**src/design/twrdc_pkg.sv**
```systemverilog
`default_nettype none
package twrdc_pkg;

  localparam int unsigned TIME_W   = 32;
  localparam int unsigned TRAVEL_W = 31;
  localparam int unsigned LIMIT_W  = 31;
  localparam int unsigned WIDE_W   = TIME_W + 2;
  localparam int unsigned APB_AW   = 3;
  localparam int unsigned APB_DW   = 32;

  localparam logic [LIMIT_W-1:0] LIMIT_RESET = LIMIT_W'(524289);

  // register index taken from the word address
  typedef enum logic [0:0] {
    REG_DURATION_LIMIT = 1'b0
  } reg_idx_e;

  typedef logic signed [TIME_W-1:0] time_t;
  typedef logic signed [WIDE_W-1:0] wide_t;

  typedef struct packed {
    time_t                window_start;
    time_t                window_end;
    logic [TRAVEL_W-1:0]  travel_time;
    logic                 first_stop;
    logic                 last_stop;
  } stop_t;

  // clamp a wide exact sum to the signed 32-bit range
  function automatic time_t sat_time(wide_t v);
    time_t r;
    if (v[WIDE_W-1:TIME_W-1] == '0 || v[WIDE_W-1:TIME_W-1] == '1) begin
      r = v[TIME_W-1:0];
    end else if (v[WIDE_W-1]) begin
      r = {1'b1, {(TIME_W-1){1'b0}}};
    end else begin
      r = {1'b0, {(TIME_W-1){1'b1}}};
    end
    return r;
  endfunction

endpackage
`default_nettype wire

```
**src/design/twrdc_if.sv**
```systemverilog
`default_nettype none
interface twrdc_stop_if;
  import twrdc_pkg::*;

  logic                valid;
  logic                ready;
  time_t               window_start;
  time_t               window_end;
  logic [TRAVEL_W-1:0] travel_time;
  logic                first_stop;
  logic                last_stop;

  modport source (
    output valid, window_start, window_end, travel_time, first_stop, last_stop,
    input  ready
  );
  modport sink (
    input  valid, window_start, window_end, travel_time, first_stop, last_stop,
    output ready
  );
endinterface

interface twrdc_result_if;
  import twrdc_pkg::*;

  logic  valid;
  logic  ready;
  time_t total_duration;
  time_t total_time_warp;
  logic  within_limit;
  logic  route_done;

  modport source (
    output valid, total_duration, total_time_warp, within_limit, route_done,
    input  ready
  );
  modport sink (
    input  valid, total_duration, total_time_warp, within_limit, route_done,
    output ready
  );
endinterface
`default_nettype wire

```
**src/design/time_window_route_duration_check.sv**
```systemverilog
// channel    dir  handshake      beat contents
// stop_i     in   valid/ready    window_start, window_end, travel_time, first_stop, last_stop
// result_o   out  valid/ready    total_duration, total_time_warp, within_limit, route_done
// apb        in   psel/penable   duration_limit at byte address 0
//
// one stop per cycle sustained while results are taken; each stop beat passes
// through the input register, then fold logic into the result register
// the summary registers update when a stop moves into the result register,
// so each stop sees the summary left by the one before it
// reset clears the summary to zero and the limit to about 8.00001
// a stalled result holds; the input register still takes one more stop behind it
`default_nettype none
module time_window_route_duration_check (
  input  wire                           clk_i,
  input  wire                           rst_ni,
  twrdc_stop_if.sink                    stop_i,
  twrdc_result_if.source                result_o,
  input  wire                           psel,
  input  wire                           penable,
  input  wire                           pwrite,
  input  wire [twrdc_pkg::APB_AW-1:0]   paddr,
  input  wire [twrdc_pkg::APB_DW-1:0]   pwdata,
  output logic [twrdc_pkg::APB_DW-1:0]  prdata,
  output logic                          pready
);
  import twrdc_pkg::*;

  logic [LIMIT_W-1:0] limit_q;
  reg_idx_e           reg_idx;

  logic  stage_valid_q;
  stop_t stage_q;
  logic  out_valid_q;
  logic  advance;

  time_t run_earliest_q, run_earliest_d;
  time_t run_latest_q, run_latest_d;
  time_t run_warp_q, run_warp_d;
  time_t run_dur_q, run_dur_d;

  time_t dur_out_q, warp_out_q;
  logic  within_q, done_q;
  logic  within_d;

  time_t delta, dwait, dwarp;
  wide_t hi_w, lo_w;

  // configuration port
  assign pready  = 1'b1;
  assign reg_idx = reg_idx_e'(paddr[APB_AW-1]);

  always_comb begin
    case (reg_idx)
      REG_DURATION_LIMIT: prdata = APB_DW'(limit_q);
      default:            prdata = '0;
    endcase
  end

  always_ff @(posedge clk_i or negedge rst_ni) begin
    if (!rst_ni) begin
      limit_q <= LIMIT_RESET;
    end else if (psel && penable && pwrite && reg_idx == REG_DURATION_LIMIT) begin
      limit_q <= pwdata[LIMIT_W-1:0];
    end
  end

  // handshake
  assign advance      = stage_valid_q && (!out_valid_q || result_o.ready);
  assign stop_i.ready = !stage_valid_q || advance;

  always_ff @(posedge clk_i or negedge rst_ni) begin
    if (!rst_ni) begin
      stage_valid_q <= 1'b0;
      out_valid_q   <= 1'b0;
    end else begin
      if (stop_i.ready) begin
        stage_valid_q <= stop_i.valid;
      end
      if (advance) begin
        out_valid_q <= 1'b1;
      end else if (result_o.ready) begin
        out_valid_q <= 1'b0;
      end
    end
  end

  always_ff @(posedge clk_i) begin
    if (stop_i.valid && stop_i.ready) begin
      stage_q.window_start <= stop_i.window_start;
      stage_q.window_end   <= stop_i.window_end;
      stage_q.travel_time  <= stop_i.travel_time;
      stage_q.first_stop   <= stop_i.first_stop;
      stage_q.last_stop    <= stop_i.last_stop;
    end
  end

  // time-warp concatenation of the summary with a one-stop sequence; a first stop starts a new summary
  always_comb begin
    delta = sat_time(WIDE_W'(run_dur_q) - WIDE_W'(run_warp_q)
                     + $signed(WIDE_W'(stage_q.travel_time)));
    dwait = sat_time(WIDE_W'(stage_q.window_start) - WIDE_W'(delta)
                     - WIDE_W'(run_latest_q));
    if (dwait < 0) begin
      dwait = '0;
    end
    dwarp = sat_time(WIDE_W'(run_earliest_q) + WIDE_W'(delta)
                     - WIDE_W'(stage_q.window_end));
    if (dwarp < 0) begin
      dwarp = '0;
    end

    hi_w = WIDE_W'(stage_q.window_start) - WIDE_W'(delta);
    if (WIDE_W'(run_earliest_q) > hi_w) begin
      hi_w = WIDE_W'(run_earliest_q);
    end
    lo_w = WIDE_W'(stage_q.window_end) - WIDE_W'(delta);
    if (WIDE_W'(run_latest_q) < lo_w) begin
      lo_w = WIDE_W'(run_latest_q);
    end

    if (stage_q.first_stop) begin
      run_earliest_d = stage_q.window_start;
      run_latest_d   = stage_q.window_end;
      run_warp_d     = '0;
      run_dur_d      = '0;
    end else begin
      run_dur_d      = sat_time(WIDE_W'(run_dur_q) + WIDE_W'(dwait)
                                + $signed(WIDE_W'(stage_q.travel_time)));
      run_warp_d     = sat_time(WIDE_W'(run_warp_q) + WIDE_W'(dwarp));
      run_earliest_d = sat_time(hi_w - WIDE_W'(dwait));
      run_latest_d   = sat_time(lo_w + WIDE_W'(dwarp));
    end

    within_d = (WIDE_W'(run_dur_d) <= $signed(WIDE_W'(limit_q)));
  end

  always_ff @(posedge clk_i or negedge rst_ni) begin
    if (!rst_ni) begin
      run_earliest_q <= '0;
      run_latest_q   <= '0;
      run_warp_q     <= '0;
      run_dur_q      <= '0;
    end else if (advance) begin
      run_earliest_q <= run_earliest_d;
      run_latest_q   <= run_latest_d;
      run_warp_q     <= run_warp_d;
      run_dur_q      <= run_dur_d;
    end
  end

  always_ff @(posedge clk_i) begin
    if (advance) begin
      dur_out_q  <= run_dur_d;
      warp_out_q <= run_warp_d;
      within_q   <= within_d;
      done_q     <= stage_q.last_stop;
    end
  end

  assign result_o.valid           = out_valid_q;
  assign result_o.total_duration  = dur_out_q;
  assign result_o.total_time_warp = warp_out_q;
  assign result_o.within_limit    = within_q;
  assign result_o.route_done      = done_q;

  a_input_free_when_empty: assert property (@(posedge clk_i) disable iff (!rst_ni)
    !stage_valid_q |-> stop_i.ready)
    else $error("input register empty but stop not accepted");

  a_advance_fills_output: assert property (@(posedge clk_i) disable iff (!rst_ni)
    advance |=> out_valid_q && run_dur_q == dur_out_q && run_warp_q == warp_out_q)
    else $error("result register does not match summary after a fold");

  a_first_stop_clears: assert property (@(posedge clk_i) disable iff (!rst_ni)
    advance && stage_q.first_stop |=> run_dur_q == '0 && run_warp_q == '0)
    else $error("first stop did not clear duration and warp");

  a_warp_never_drops: assert property (@(posedge clk_i) disable iff (!rst_ni)
    advance && !stage_q.first_stop |=> run_warp_q >= $past(run_warp_q))
    else $error("time warp decreased inside a route");

  a_summary_holds_idle: assert property (@(posedge clk_i) disable iff (!rst_ni)
    !advance |=> $stable(run_dur_q) && $stable(run_warp_q))
    else $error("summary changed without a fold");

endmodule
`default_nettype wire

```
**src/flat_wrapper.sv**
```systemverilog
// flat-port wrapper written by rule: the top's interface ports become plain ports
module time_window_route_duration_check_flat import twrdc_pkg::*;
  (clk_i, rst_ni, psel, penable, pwrite, paddr, pwdata, prdata, pready, stop_i_valid, stop_i_window_start, stop_i_window_end, stop_i_travel_time, stop_i_first_stop, stop_i_last_stop, stop_i_ready, result_o_valid, result_o_total_duration, result_o_total_time_warp, result_o_within_limit, result_o_route_done, result_o_ready);
  twrdc_stop_if stop_i_i ();
  twrdc_result_if result_o_i ();
  input  wire clk_i;
  input  wire rst_ni;
  input  wire psel;
  input  wire penable;
  input  wire pwrite;
  input  wire [twrdc_pkg::APB_AW-1:0] paddr;
  input  wire [twrdc_pkg::APB_DW-1:0] pwdata;
  output logic [twrdc_pkg::APB_DW-1:0] prdata;
  output logic pready;
  input wire logic [$bits(stop_i_i.valid)-1:0] stop_i_valid;
  input wire logic [$bits(stop_i_i.window_start)-1:0] stop_i_window_start;
  input wire logic [$bits(stop_i_i.window_end)-1:0] stop_i_window_end;
  input wire logic [$bits(stop_i_i.travel_time)-1:0] stop_i_travel_time;
  input wire logic [$bits(stop_i_i.first_stop)-1:0] stop_i_first_stop;
  input wire logic [$bits(stop_i_i.last_stop)-1:0] stop_i_last_stop;
  output wire logic [$bits(stop_i_i.ready)-1:0] stop_i_ready;
  output wire logic [$bits(result_o_i.valid)-1:0] result_o_valid;
  output wire logic [$bits(result_o_i.total_duration)-1:0] result_o_total_duration;
  output wire logic [$bits(result_o_i.total_time_warp)-1:0] result_o_total_time_warp;
  output wire logic [$bits(result_o_i.within_limit)-1:0] result_o_within_limit;
  output wire logic [$bits(result_o_i.route_done)-1:0] result_o_route_done;
  input wire logic [$bits(result_o_i.ready)-1:0] result_o_ready;
  assign stop_i_i.valid = stop_i_valid;
  assign stop_i_i.window_start = stop_i_window_start;
  assign stop_i_i.window_end = stop_i_window_end;
  assign stop_i_i.travel_time = stop_i_travel_time;
  assign stop_i_i.first_stop = stop_i_first_stop;
  assign stop_i_i.last_stop = stop_i_last_stop;
  assign stop_i_ready = stop_i_i.ready;
  assign result_o_valid = result_o_i.valid;
  assign result_o_total_duration = result_o_i.total_duration;
  assign result_o_total_time_warp = result_o_i.total_time_warp;
  assign result_o_within_limit = result_o_i.within_limit;
  assign result_o_route_done = result_o_i.route_done;
  assign result_o_i.ready = result_o_ready;
  time_window_route_duration_check u_core (.clk_i(clk_i), .rst_ni(rst_ni), .stop_i(stop_i_i), .result_o(result_o_i), .psel(psel), .penable(penable), .pwrite(pwrite), .paddr(paddr), .pwdata(pwdata), .prdata(prdata), .pready(pready));
endmodule
```
**config.mk**
```make
export PLATFORM = sky130hd
export DESIGN_NAME = time_window_route_duration_check_flat
export DESIGN_NICKNAME = d
export VERILOG_FILES = /design/src/design/twrdc_pkg.sv /design/src/design/twrdc_if.sv /design/src/design/time_window_route_duration_check.sv /design/src/flat_wrapper.sv
export SDC_FILE = /design/constraint.sdc
export NUM_CORES = 1
export LEC_CHECK = 0
export CELL_PAD_IN_SITES_DETAIL_PLACEMENT = 1
export CELL_PAD_IN_SITES_GLOBAL_PLACEMENT = 1
export CORE_UTILIZATION = 25
export CTS_BUF_LIST = sky130_fd_sc_hd__clkbuf_2
export CTS_CLUSTER_DIAMETER = 200
export DETAILED_ROUTE_END_ITERATION = 16
export DONT_BUFFER_PORTS = 1
export GPL_ROUTABILITY_DRIVEN = 0
export PLACE_DENSITY = 0.46
export RECOVER_POWER = 50
export SETUP_SLACK_MARGIN = 0.1
export SKIP_LAST_GASP = 1
export SYNTH_ARGS = -nofsm -noshare
export SYNTH_HDL_FRONTEND = slang
export SYNTH_SLANG_ARGS = --single-unit
```
**constraint.sdc**
```tcl
create_clock -name clk_i -period 22.7 [get_ports clk_i]
set_clock_uncertainty 0.1 [all_clocks]
set_input_delay 6.81 -clock clk_i [delete_from_list [all_inputs] [get_ports clk_i]]
set_output_delay 6.81 -clock clk_i [all_outputs]
set_load 0.05 [all_outputs]
```
==> flow_summary.ini <==
[detailed_routing]
vias = 32300
post_drt_via_cell_ratio = 5.11
first_iter_violations = 1434
ant_nets = 0
routed_wl_mm = 149
dr.pass1.iters = 5
drc = 0
post_drt_wl_per_cell_um = 23.6

[synth]
synth.area.top_cells = ha_1, edfxtp_1, dfrtp_1
synth_compound_area_share_pct = 25.6
ys_seq_area_share_pct = 25.2
synthFlopType = edfxtp_1
synthAdderAreaFrac_pct = 18.9
yosys.area.top_type_share_pct = 16.4
syn_area_per_cell_sq_um = 8.32
synth_top_cell_by_area = ha_1
synth_top_family_by_area = compound AO/OA/AOI/OAI gates
synth_area_sq_um = 35500
async_flop_share_pct = 49.7
synth.distinct_cells = 108
synth_cells = 4264
synth_edf_count = 163
synth_xor_area_share_pct = 7.36
yosys_register_bits = 324
syn_nets = 4908
synth_warnings = 0
synthMuxAreaShare_pct = 1.37
synth_simple_gate_area_share_pct = 16.4

[run_status]
violations = capacitance limit, slew limit
outcome = finished, violations left

[place]
numPortBuffers = 0
dp_hpwl_mm = 122

[die]
die_y_um = 379
initial_core_util_pct = 25.3
ioPinCount = 240
die-width_um = 379
die-area_sq_um = 143000
core_sq_um = 140000
rows = 137

[sta]
finalCriticalPeriod_ps = 21150
tightest_slew_ps = 3740
hold_viol_final = 0
setup_viol = 0
fmax_ghz = 0.0473
finalMaxSlewViolations = 260
min_period_over_period_pct = 93.2
rsz0062_at_grt = no
tns_ps = 0
max_slew_margin_pct = -149

[grt]
grt_max_degree = 162
grt_pass1_vias = 33900
grt_first_pass_wirelength_mm = 219
overflow = 0
antenna_found_initial = 10
grt.total_usage_pct = 20.6

[cells_and_area]
layout_commonest_cell = ha_1
final_cell_mix = ha_1, a21oi_1, o21ai_0
drive_above_1_share_pct = 9.64
fill_cells = 16900
final_nets = 4987
area_growth_pct = 10.6

[clock_network]
hold_buffers = 0
cts_htree_levels = 3
post-cts-setup-buffers = 0
root_buffer = clkbuf_2
clk_path_buf_depth = 3
clk_pin_slew_ps = 90
numCtsBuffers = 105
clock_latency_ps = 1530
clock-sinks = 324
cts_tree = built

[critical_path]
worstPathArrival_ps = 22420
critical_path.max_fanout = 37
slowest_delay_ps = 520
timing.critical_path.buf_inv = 5
rrSetupSlack_ps = 1550
crit_path_top_delay_cell = o41ai_2
start_kind = register
crit_required_ps = 23970
crit_family = compound AO/OA/AOI/OAI gates
crit_type = reg -> reg
end_kind = register

[job]
drv_cap = 6

[hold_path]
hp-class = reg -> reg
-- stage by stage --
step	util (%)	worst slack [ps]	hold WS, ps	cells	cell area [sq um]
after detailed placement	27.2	1340	305	6112	38200
after CTS	28.0	1130	329	6307	39300
final	28.0	1550	325	6318	39300
after floorplan	-	5590	300	4264	35500
after global placement	27.2	1300	300	6112	38200
after global routing	28.0	136	339	6315	39300
-- state kept, by name (all words and copies together), names as in the netlist --
| signal | count |
|---|---|
| u_core.stage_q | 97 |
| u_core.result_o.total_duration | 32 |
| u_core.result_o.total_time_warp | 32 |
| u_core.run_dur_q | 32 |
| u_core.run_earliest_q | 32 |
| u_core.run_latest_q | 32 |
| u_core.run_warp_q | 32 |
| u_core.limit_q | 31 |
| u_core.result_o.route_done | 1 |
| u_core.result_o.valid | 1 |
| u_core.result_o.within_limit | 1 |
| u_core.stage_valid_q | 1 |
-- cell type report --
cell class	count	area, sq um	area share [%]
inverter	316	1190	3.02
timing repair buffer	119	928	2.36
tap	1876	2350	5.98
sequential	324	8930	22.7
multi-input combinational	3477	24800	63.1
clock buffer	146	731	1.86
antenna	11	27.5	0.0701
clock inverter	49	335	0.854
-- synthesized netlist by cell type (all sizes together), types with 94 or more instances --
library cell,instances
nor2b,95
inv,315
nand2,290
dfrtp,159
clkbuf,104
a21o,129
o21ai,393
nor3,94
xor2,115
xnor2,180
a21oi,452
edfxtp,163
ha,466
nor2,289
-- routing by layer --
metal / global-route usage [%] / wire length [um]
met1: 27.8 / 71400
met2: 33.7 / 67800
met3: 3.38 / 6030
met4: 5.63 / 3700
met5: 0 / 49
-- path summary, 6_finish.rpt --
path / from / to / depth (start not counted)
worst max register to register: u_core.run_dur_q[1] / u_core.result_o.within_limit / 92
worst min-delay path: u_core.stage_q[0] / u_core.result_o.route_done / 0
max in group asynchronous: rst_ni / u_core.run_latest_q[11] / 0
worst min register to register: u_core.stage_q[0] / u_core.result_o.route_done / 0
min in group asynchronous: rst_ni / u_core.run_dur_q[12] / 0
worst max-delay path: u_core.run_dur_q[1] / u_core.result_o.within_limit / 92
-- timing repair --
action,in CTS,in global routing
hold endpoints to repair,0,0
endpoints found under the setup margin,0,1
gates resized for setup,0,4
-- logic make-up after synthesis --
| logic type | Yosys count |
|---|---|
| other cells | 2 |
| fa+ha+maj | 514 |
| flops | 324 |
| compound gates | 1448 |
| xor+xnor | 295 |
| simple gates | 1174 |
| mux | 44 |
| buf+inv | 463 |
Power is left out: the tool's default activity adds up to more than one toggle a clock period on the data nets, which glitch-free logic cannot reach.
